File: src/bnf_pkg.sv
// ---------------------------------------------------------------------------
// bnf_pkg
// Shared types, codes and IEEE single helpers for the batch-norm fold unit.
// ---------------------------------------------------------------------------
package bnf_pkg;

	localparam int IN_DATA_W  = 208;
	localparam int OUT_DATA_W = 32;
	localparam int CFG_IDX_W  = 2;

	localparam logic [CFG_IDX_W-1:0] REG_EPSILON = 2'd0;
	localparam logic [CFG_IDX_W-1:0] REG_RESCALE = 2'd1;
	localparam logic [CFG_IDX_W-1:0] REG_AFFINE  = 2'd2;
	localparam logic [CFG_IDX_W-1:0] REG_BIAS    = 2'd3;

	localparam logic [31:0] EPSILON_RST = 32'h3727C5AC;
	localparam logic [31:0] RESCALE_RST = 32'h3F800000;
	localparam logic [31:0] FP_ONE      = 32'h3F800000;
	localparam logic [31:0] FP_CNAN     = 32'h7FC00000;

	localparam logic KIND_BIAS   = 1'b0;
	localparam logic KIND_WEIGHT = 1'b1;

	localparam logic [1:0] FOP_MUL  = 2'd0;
	localparam logic [1:0] FOP_ADD  = 2'd1;
	localparam logic [1:0] FOP_DIV  = 2'd2;
	localparam logic [1:0] FOP_SQRT = 2'd3;

	typedef struct packed {
		logic        start;
		logic [1:0]  op;
		logic [31:0] a;
		logic [31:0] b;
	} fpu_req_t;

	typedef struct packed {
		logic        done;
		logic [31:0] value;
	} fpu_rsp_t;

	typedef struct packed {
		logic        sign;
		logic [12:0] exp;
		logic [23:0] mant;
		logic        zero;
		logic        inf;
		logic        nan;
	} fp_unp_t;

	function automatic logic [4:0] lzc28(input logic [27:0] v);
		logic [4:0] n;
		n = 5'd28;
		for (int i = 0; i < 28; i++) begin
			if (v[i]) n = 5'(27 - i);
		end
		return n;
	endfunction

	function automatic fp_unp_t fp_unpack(input logic [31:0] b);
		fp_unp_t u;
		logic [4:0] lz;
		lz = lzc28({1'b0, b[22:0], 4'b0});
		u.sign = b[31];
		u.nan  = (b[30:23] == 8'hFF) && (b[22:0] != 23'd0);
		u.inf  = (b[30:23] == 8'hFF) && (b[22:0] == 23'd0);
		u.zero = (b[30:0] == 31'd0);
		if (b[30:23] != 8'd0) begin
			u.mant = {1'b1, b[22:0]};
			u.exp  = {5'd0, b[30:23]};
		end else begin
			u.mant = {1'b0, b[22:0]} << lz;
			u.exp  = 13'd1 - {8'd0, lz};
		end
		return u;
	endfunction

	function automatic logic [31:0] fp_round(input logic sign, input logic signed [12:0] exp,
		input logic [26:0] sig, input logic sticky);
		logic [12:0] sh;
		logic [12:0] ebase;
		logic [4:0]  sh5;
		logic [58:0] w;
		logic [26:0] s2;
		logic        st;
		logic [23:0] keep;
		logic        up;
		logic [33:0] t;
		logic [31:0] res;
		if (exp >= 13'sd1) begin
			sh    = 13'd0;
			ebase = $unsigned(exp);
		end else begin
			sh    = 13'd1 - $unsigned(exp);
			ebase = 13'd1;
		end
		sh5  = (sh > 13'd31) ? 5'd31 : sh[4:0];
		w    = {sig, 32'd0} >> sh5;
		s2   = w[58:32];
		st   = sticky | (|w[31:0]);
		keep = s2[26:3];
		up   = s2[2] & (s2[1] | s2[0] | st | keep[0]);
		t    = (34'(ebase - 13'd1) << 23) + 34'(keep) + 34'(up);
		if (t >= 34'h07F800000) res = {sign, 8'hFF, 23'd0};
		else res = {sign, t[30:0]};
		return res;
	endfunction

endpackage

File: src/bnf_fpu.sv
// ---------------------------------------------------------------------------
// bnf_fpu
// Shared IEEE single unit: multiply, add, iterative divide and square root.
// ---------------------------------------------------------------------------
module bnf_fpu (
	input  logic               clk,
	input  logic               arst_n,
	input  bnf_pkg::fpu_req_t  req,
	output bnf_pkg::fpu_rsp_t  rsp
);
	import bnf_pkg::*;

	localparam logic [1:0] F_IDLE  = 2'd0;
	localparam logic [1:0] F_EXEC  = 2'd1;
	localparam logic [1:0] F_ITER  = 2'd2;
	localparam logic [1:0] F_ROUND = 2'd3;

	logic [1:0]  fst_q;
	logic [1:0]  op_q;
	logic [4:0]  cnt_q;
	logic [31:0] a_q, b_q;
	logic        sign_q;
	logic [12:0] exp_q;
	logic        spec_q;
	logic [31:0] spec_val_q;
	logic [47:0] prod_q;
	logic [27:0] sum_q;
	logic [25:0] rem_q;
	logic [23:0] dvs_q;
	logic [27:0] quo_q;
	logic [53:0] rad_q;
	logic [29:0] srem_q;
	logic [26:0] root_q;

	fp_unp_t     ua, ub;
	logic [30:0] big_m, small_m;
	logic        big_s;
	logic [7:0]  eb, es, ed;
	logic [4:0]  ed5;
	logic [23:0] mb_big, mb_small;
	logic [58:0] aw;
	logic [26:0] al;
	logic        sub;
	logic [27:0] sum_c;
	logic [12:0] e_sq, e_sqp;
	logic        odd;
	logic        nx_spec;
	logic [31:0] nx_val;

	logic [25:0] dv_diff;
	logic        dv_bit;
	logic [29:0] sq_rem;
	logic [29:0] sq_trial;
	logic        sq_bit;

	logic [4:0]  lz;
	logic [27:0] norm;
	logic        r_sign;
	logic [12:0] r_exp;
	logic [26:0] r_sig;
	logic        r_st;
	logic [31:0] rnd;

	always_comb begin
		ua = fp_unpack(a_q);
		ub = fp_unpack(b_q);
		if (b_q[30:0] > a_q[30:0]) begin
			big_m = b_q[30:0]; small_m = a_q[30:0]; big_s = b_q[31];
		end else begin
			big_m = a_q[30:0]; small_m = b_q[30:0]; big_s = a_q[31];
		end
		eb       = (big_m[30:23] == 8'd0) ? 8'd1 : big_m[30:23];
		es       = (small_m[30:23] == 8'd0) ? 8'd1 : small_m[30:23];
		ed       = eb - es;
		ed5      = (ed > 8'd31) ? 5'd31 : ed[4:0];
		mb_big   = {big_m[30:23] != 8'd0, big_m[22:0]};
		mb_small = {small_m[30:23] != 8'd0, small_m[22:0]};
		aw       = {mb_small, 3'd0, 32'd0} >> ed5;
		al       = {aw[58:33], aw[32] | (|aw[31:0])};
		sub      = a_q[31] ^ b_q[31];
		sum_c    = sub ? ({1'b0, mb_big, 3'd0} - {1'b0, al})
		               : ({1'b0, mb_big, 3'd0} + {1'b0, al});
		e_sq     = ua.exp - 13'd127;
		odd      = e_sq[0];
		e_sqp    = odd ? e_sq - 13'd1 : e_sq;

		nx_spec = 1'b0;
		nx_val  = FP_CNAN;
		case (op_q)
			FOP_MUL: begin
				if (ua.nan || ub.nan || (ua.inf && ub.zero) || (ua.zero && ub.inf)) begin
					nx_spec = 1'b1;
				end else if (ua.inf || ub.inf) begin
					nx_spec = 1'b1; nx_val = {ua.sign ^ ub.sign, 8'hFF, 23'd0};
				end else if (ua.zero || ub.zero) begin
					nx_spec = 1'b1; nx_val = {ua.sign ^ ub.sign, 31'd0};
				end
			end
			FOP_ADD: begin
				if (ua.nan || ub.nan || (ua.inf && ub.inf && sub)) begin
					nx_spec = 1'b1;
				end else if (ua.inf) begin
					nx_spec = 1'b1; nx_val = a_q;
				end else if (ub.inf) begin
					nx_spec = 1'b1; nx_val = b_q;
				end else if (sum_c == 28'd0) begin
					nx_spec = 1'b1; nx_val = {a_q[31] & b_q[31], 31'd0};
				end
			end
			FOP_DIV: begin
				if (ua.nan || ub.nan || (ua.inf && ub.inf) || (ua.zero && ub.zero)) begin
					nx_spec = 1'b1;
				end else if (ua.inf || ub.zero) begin
					nx_spec = 1'b1; nx_val = {ua.sign ^ ub.sign, 8'hFF, 23'd0};
				end else if (ua.zero || ub.inf) begin
					nx_spec = 1'b1; nx_val = {ua.sign ^ ub.sign, 31'd0};
				end
			end
			default: begin
				if (ua.nan) begin
					nx_spec = 1'b1;
				end else if (ua.zero) begin
					nx_spec = 1'b1; nx_val = a_q;
				end else if (ua.sign) begin
					nx_spec = 1'b1;
				end else if (ua.inf) begin
					nx_spec = 1'b1; nx_val = a_q;
				end
			end
		endcase
	end

	always_comb begin
		dv_diff  = rem_q - {2'd0, dvs_q};
		dv_bit   = rem_q >= {2'd0, dvs_q};
		sq_rem   = {srem_q[27:0], rad_q[53:52]};
		sq_trial = {1'b0, root_q, 2'b01};
		sq_bit   = sq_rem >= sq_trial;
	end

	always_comb begin
		lz   = lzc28(sum_q);
		norm = sum_q << lz;
		r_sign = sign_q;
		case (op_q)
			FOP_MUL: begin
				if (prod_q[47]) begin
					r_exp = exp_q + 13'd1; r_sig = prod_q[47:21]; r_st = |prod_q[20:0];
				end else begin
					r_exp = exp_q; r_sig = prod_q[46:20]; r_st = |prod_q[19:0];
				end
			end
			FOP_ADD: begin
				r_exp = exp_q + 13'd1 - {8'd0, lz}; r_sig = norm[27:1]; r_st = norm[0];
			end
			FOP_DIV: begin
				if (quo_q[27]) begin
					r_exp = exp_q; r_sig = quo_q[27:1]; r_st = quo_q[0] | (rem_q != 26'd0);
				end else begin
					r_exp = exp_q - 13'd1; r_sig = quo_q[26:0]; r_st = rem_q != 26'd0;
				end
			end
			default: begin
				r_exp = exp_q; r_sig = root_q; r_st = srem_q != 30'd0;
			end
		endcase
		rnd = fp_round(r_sign, r_exp, r_sig, r_st);
	end

	assign rsp.done  = (fst_q == F_ROUND);
	assign rsp.value = spec_q ? spec_val_q : rnd;

	always_ff @(posedge clk or negedge arst_n) begin
		if (!arst_n) begin
			fst_q <= F_IDLE;
			op_q  <= FOP_MUL;
			cnt_q <= 5'd0;
		end else begin
			case (fst_q)
				F_IDLE: begin
					if (req.start) begin
						op_q  <= req.op;
						fst_q <= F_EXEC;
					end
				end
				F_EXEC: begin
					if (nx_spec || op_q == FOP_MUL || op_q == FOP_ADD) begin
						fst_q <= F_ROUND;
					end else begin
						fst_q <= F_ITER;
						cnt_q <= (op_q == FOP_DIV) ? 5'd27 : 5'd26;
					end
				end
				F_ITER: begin
					cnt_q <= cnt_q - 5'd1;
					if (cnt_q == 5'd0) fst_q <= F_ROUND;
				end
				default: fst_q <= F_IDLE;
			endcase
		end
	end

	always_ff @(posedge clk) begin
		if (fst_q == F_IDLE && req.start) begin
			a_q <= req.a;
			b_q <= req.b;
		end
		if (fst_q == F_EXEC) begin
			spec_q     <= nx_spec;
			spec_val_q <= nx_val;
			case (op_q)
				FOP_MUL: begin
					sign_q <= ua.sign ^ ub.sign;
					exp_q  <= ua.exp + ub.exp - 13'd127;
					prod_q <= ua.mant * ub.mant;
				end
				FOP_ADD: begin
					sign_q <= big_s;
					exp_q  <= {5'd0, eb};
					sum_q  <= sum_c;
				end
				FOP_DIV: begin
					sign_q <= ua.sign ^ ub.sign;
					exp_q  <= ua.exp - ub.exp + 13'd127;
					rem_q  <= {2'd0, ua.mant};
					dvs_q  <= ub.mant;
					quo_q  <= 28'd0;
				end
				default: begin
					sign_q <= 1'b0;
					exp_q  <= {e_sqp[12], e_sqp[12:1]} + 13'd127;
					rad_q  <= odd ? {ua.mant, 1'b0, 29'd0} : {1'b0, ua.mant, 29'd0};
					srem_q <= 30'd0;
					root_q <= 27'd0;
				end
			endcase
		end
		if (fst_q == F_ITER) begin
			if (op_q == FOP_DIV) begin
				rem_q <= dv_bit ? {dv_diff[24:0], 1'b0} : {rem_q[24:0], 1'b0};
				quo_q <= {quo_q[26:0], dv_bit};
			end else begin
				srem_q <= sq_bit ? sq_rem - sq_trial : sq_rem;
				root_q <= {root_q[25:0], sq_bit};
				rad_q  <= {rad_q[51:0], 2'b00};
			end
		end
	end

	assert property (@(posedge clk) disable iff (!arst_n)
		(fst_q == F_ITER) |-> (op_q == FOP_DIV || op_q == FOP_SQRT))
		else $error("multiply or add entered the iteration phase");
	assert property (@(posedge clk) disable iff (!arst_n)
		(fst_q == F_ROUND) |=> (fst_q == F_IDLE))
		else $error("result phase lasted more than one cycle");
	assert property (@(posedge clk) disable iff (!arst_n)
		(fst_q == F_ITER && op_q == FOP_SQRT) |-> (cnt_q <= 5'd26))
		else $error("square root step count out of range");
endmodule

File: config.mk
export PLATFORM = sky130hd
export DESIGN_NAME = bnf_fpu
export DESIGN_NICKNAME = d
export VERILOG_FILES = /design/src/bnf_pkg.sv /design/src/bnf_fpu.sv
export SDC_FILE = /design/constraint.sdc
export NUM_CORES = 2
export LEC_CHECK = 0
export ABC_AREA = 1
export BUFFER_PORTS_ARGS = -buffer_cell sky130_fd_sc_hd__buf_4
export CORE_MARGIN = 1
export CORE_UTILIZATION = 45
export DETAILED_ROUTE_END_ITERATION = 10
export SLEW_MARGIN = 10
export SYNTH_ARGS = -nofsm -noshare
export SYNTH_HDL_FRONTEND = slang
export SYNTH_SLANG_ARGS = --single-unit
File: constraint.sdc
create_clock -name clk -period 13.5 [get_ports clk]
set_clock_uncertainty 0.2 [all_clocks]
set_input_delay 2.7 -clock clk [delete_from_list [all_inputs] [get_ports clk]]
set_output_delay 2.7 -clock clk [all_outputs]
set_load 0.05 [all_outputs]
==> results.py <==
metrics = {
    "timing": {
        "tns_ns": 0,
        "hold_violations": 0,
        "fmax_mhz": 79.2,
        "slew_viol_final": 0,
        "slew_headroom_pct": 27.8,
        "rsz0062_at_grt": "no",
        "tightest_slew_ns": 1.08,
        "fin_crit_ns": 12.63,
        "worst_slack_ns": 0.874,
        "setup_viol": 0,
        "period_share_pct": 93.5,
    },
    "global_routing": {
        "grt_overflow": 0,
        "antenna_found_initial": 6,
        "grt_use_total_pct": 30.7,
        "grt_max_degree": 103,
        "grt_pass1_wl_um": 287000,
        "grt_pass1_vias": 48800,
    },
    "yosys": {
        "synthAdderAreaFrac_pct": 27.3,
        "ys_seq_area_share_pct": 20.1,
        "synth_enable_flop_cells": 293,
        "synthMuxAreaShare_pct": 0.132,
        "ys_top_cells_by_area": "fa_1, edfxtp_1, nand2_1, ha_1, inv_1",
        "avgSynthCellArea_um2": 7.21,
        "synth_seq_cells": 385,
        "synth_xor_area_share_pct": 2.53,
        "ys.warnings.count": 0,
        "ys_async_sr_fraction_pct": 2.34,
        "synth-compound-area-share_pct": 13.1,
        "yosysMostFrequentCell": "nand2_1",
        "synth_top_flop_cell": "edfxtp_1",
        "synth_area_mm2": 0.0532,
        "yosysTopAreaCellShare_pct": 18.4,
        "yosys.area_share.simple_pct": 25.8,
        "synth_common_cells": "nand2_1, inv_1, nor2_1, nand3_1, o21ai_0",
        "synth_top_area_cell": "fa_1",
        "synth_top_family_by_area": "adder cells",
        "syn_inst": 7377,
        "ys_types": 85,
    },
    "route": {
        "drc": 0,
        "dr.pass1.iters": 9,
        "avgViaCountPerCell": 5.65,
        "post_drt_wl_per_cell_um": 20.7,
        "drt-initial-drc-count": 4562,
        "ant_nets": 0,
        "postRouteWirelength_um": 185000,
        "vias": 50600,
    },
    "status": {
        "status": "finished, final reports clean",
    },
    "hold_path": {
        "min_path_type": "flop to flop",
    },
    "floorplanning": {
        "ioPinCount": 102,
        "dieArea_mm2": 0.120,
        "core_mm2": 0.117,
        "fp.dieW_um": 346,
        "row_count": 125,
        "die_h_um": 346,
        "initial_utilization_pct": 45.6,
    },
    "setup_path": {
        "path_max_fanout": 30,
        "arrival_ns": 9.73,
        "cp-end-kind": "primary output",
        "critical_path_class": "flop to primary output",
        "cp_common_cell": "nand2_1",
        "cpLargestDelayFamily": "simple AND/OR/NAND/NOR gates",
        "r2r_slack_ns": 1.04,
        "path_buf_inv": 7,
        "cp.required_ns": 10.60,
        "startpoint_type": "flop",
        "max_stage_delay_ns": 0.64,
        "crit_slowest_cell": "nor2_4",
    },
    "cts": {
        "cts_buffer_depth": 3,
        "htreeDepth": 2,
        "clock_latency_ns": 0.66,
        "clk_pin_slew_worst_paths_ns": 0.06,
        "cts_buffers": 49,
        "postCtsHoldBufs": 0,
        "cts_tree": "done",
        "clock-root-buffer": "clkbuf_16",
        "cts.sinks": 385,
    },
    "placement": {
        "gp_congestion": 1.00,
        "numPortBuffers": 101,
        "dp.final_hpwl_um": 147000,
        "pre_cts_ws_ns": 1.00,
    },
    "cells_and_area": {
        "nets": 8328,
        "fin_util_pct": 49.3,
        "final_layout_size_suffix_gt1_share_pct": 7.08,
        "n_fill_cell": 11800,
        "areaGrowthSynthToFinish_pct": 8.25,
    },
    "flow_run": {
        "maxCapViolations": 0,
    },
}
==> metal layers <==
| metal | routed length, µm | GRT usage, % |
|---|---|---|
| met5 | 56 | 0 |
| met4 | 8240 | 11.8 |
| met3 | 14000 | 4.62 |
| met2 | 83700 | 49.4 |
| met1 | 79100 | 41.4 |
==> cell usage in the layout (no fill, tap or decap), types with 12 or more instances in the layout <==
| cell type | netlist | final |
|---|---|---|
| nand2_1 | 1756 | 1752 |
| inv_1 | 1150 | 1148 |
| nor2_1 | 609 | 599 |
| nand3_1 | 591 | 590 |
| o21ai_0 | 511 | 496 |
| fa_1 | 488 | 488 |
| ha_1 | 378 | 377 |
| a21oi_1 | 337 | 333 |
| edfxtp_1 | 293 | 293 |
| buf_4 | 14 | 250 |
| xor2_1 | 100 | 100 |
| o22ai_1 | 98 | 95 |
| dfxtp_1 | 83 | 83 |
| nand4_1 | 63 | 63 |
| xnor2_1 | 52 | 52 |
| clkbuf_16 | 0 | 49 |
| o211ai_1 | 45 | 45 |
| nor3_1 | 41 | 41 |
| nor4_1 | 38 | 38 |
| inv_2 | 36 | 37 |
| clkinv_1 | 26 | 33 |
| o21ai_1 | 39 | 32 |
| o221ai_1 | 32 | 32 |
| nand3_2 | 29 | 30 |
| o21ai_2 | 4 | 26 |
| or2_2 | 22 | 22 |
| conb_1 | 1 | 22 |
| a211oi_1 | 19 | 19 |
| nor2_2 | 13 | 18 |
| a221oi_1 | 17 | 17 |
| o31ai_1 | 16 | 16 |
| nand2_2 | 13 | 16 |
| o2111ai_1 | 16 | 16 |
| nand3b_1 | 13 | 13 |
| o21a_1 | 12 | 12 |
| o21bai_1 | 12 | 12 |
==> per-stage QoR <==
step	cell area [µm²]	hold slack, ns	std cells
after global placement	55900	0.246	8860
after CTS	57500	0.250	8951
final	57600	0.254	8957
after global routing	57600	0.267	8956
after detailed placement	55900	0.239	8861
after floorplan	53200	0.226	7398
==> cell families (layout without fill, tap and decap cells) <==
logic type	Yosys count	after routing
compound gates	1219	1219
other cells	1	23
mux	7	7
fa+ha+maj	866	866
xor+xnor	153	153
buf+inv	1521	1555
simple gates	3225	3225
flops	385	385
==> worst register-to-register path, delay by kind of cell (launching register included) <==
kind | cells | cell delay, ns
adders and majority gates | 8 | 3.48
AOI/OAI and AO/OA | 15 | 3.22
and+or+nand+nor | 23 | 3.21
buffers and inverters | 8 | 1.60
DFF | 1 | 0.41
xor gates and xnor gates | 1 | 0.06
==> path summary, 6_finish.rpt <==
kind,depth (start not counted),to,from
setup reg to reg,55,prod_q[47],a_q[1]
max in group asynchronous,1,cnt_q[3],arst_n
min in group asynchronous,1,op_q[1],arst_n
hold / removal,2,rad_q[49],rad_q[47]
setup / recovery,55,rsp[22],sum_q[0]
hold reg to reg,2,rad_q[49],rad_q[47]
==> repair_timing <==
| item | CTS | global route |
|---|---|---|
| setup buffers | 0 | 5 |
| hold endpoints to repair | 0 | 0 |
| setup endpoints to repair | 0 | 33 |
| gates resized for setup | 0 | 4 |
==> layout make-up <==
| type | count | area (µm²) | share of cell area, % |
|---|---|---|---|
| repair buffers | 251 | 1900 | 3.30 |
| well taps | 1524 | 1910 | 3.31 |
| clock buffers | 63 | 1310 | 2.27 |
| multi-input cells | 5492 | 36900 | 64.0 |
| inverters | 1214 | 4570 | 7.94 |
| flip-flops and latches | 385 | 10700 | 18.6 |
| clock inverters | 27 | 334 | 0.580 |
| diodes | 1 | 2.50 | 0.00435 |
Power is left out: the tool's default activity adds up to more than one toggle a clock period on the data nets, which glitch-free logic cannot reach.
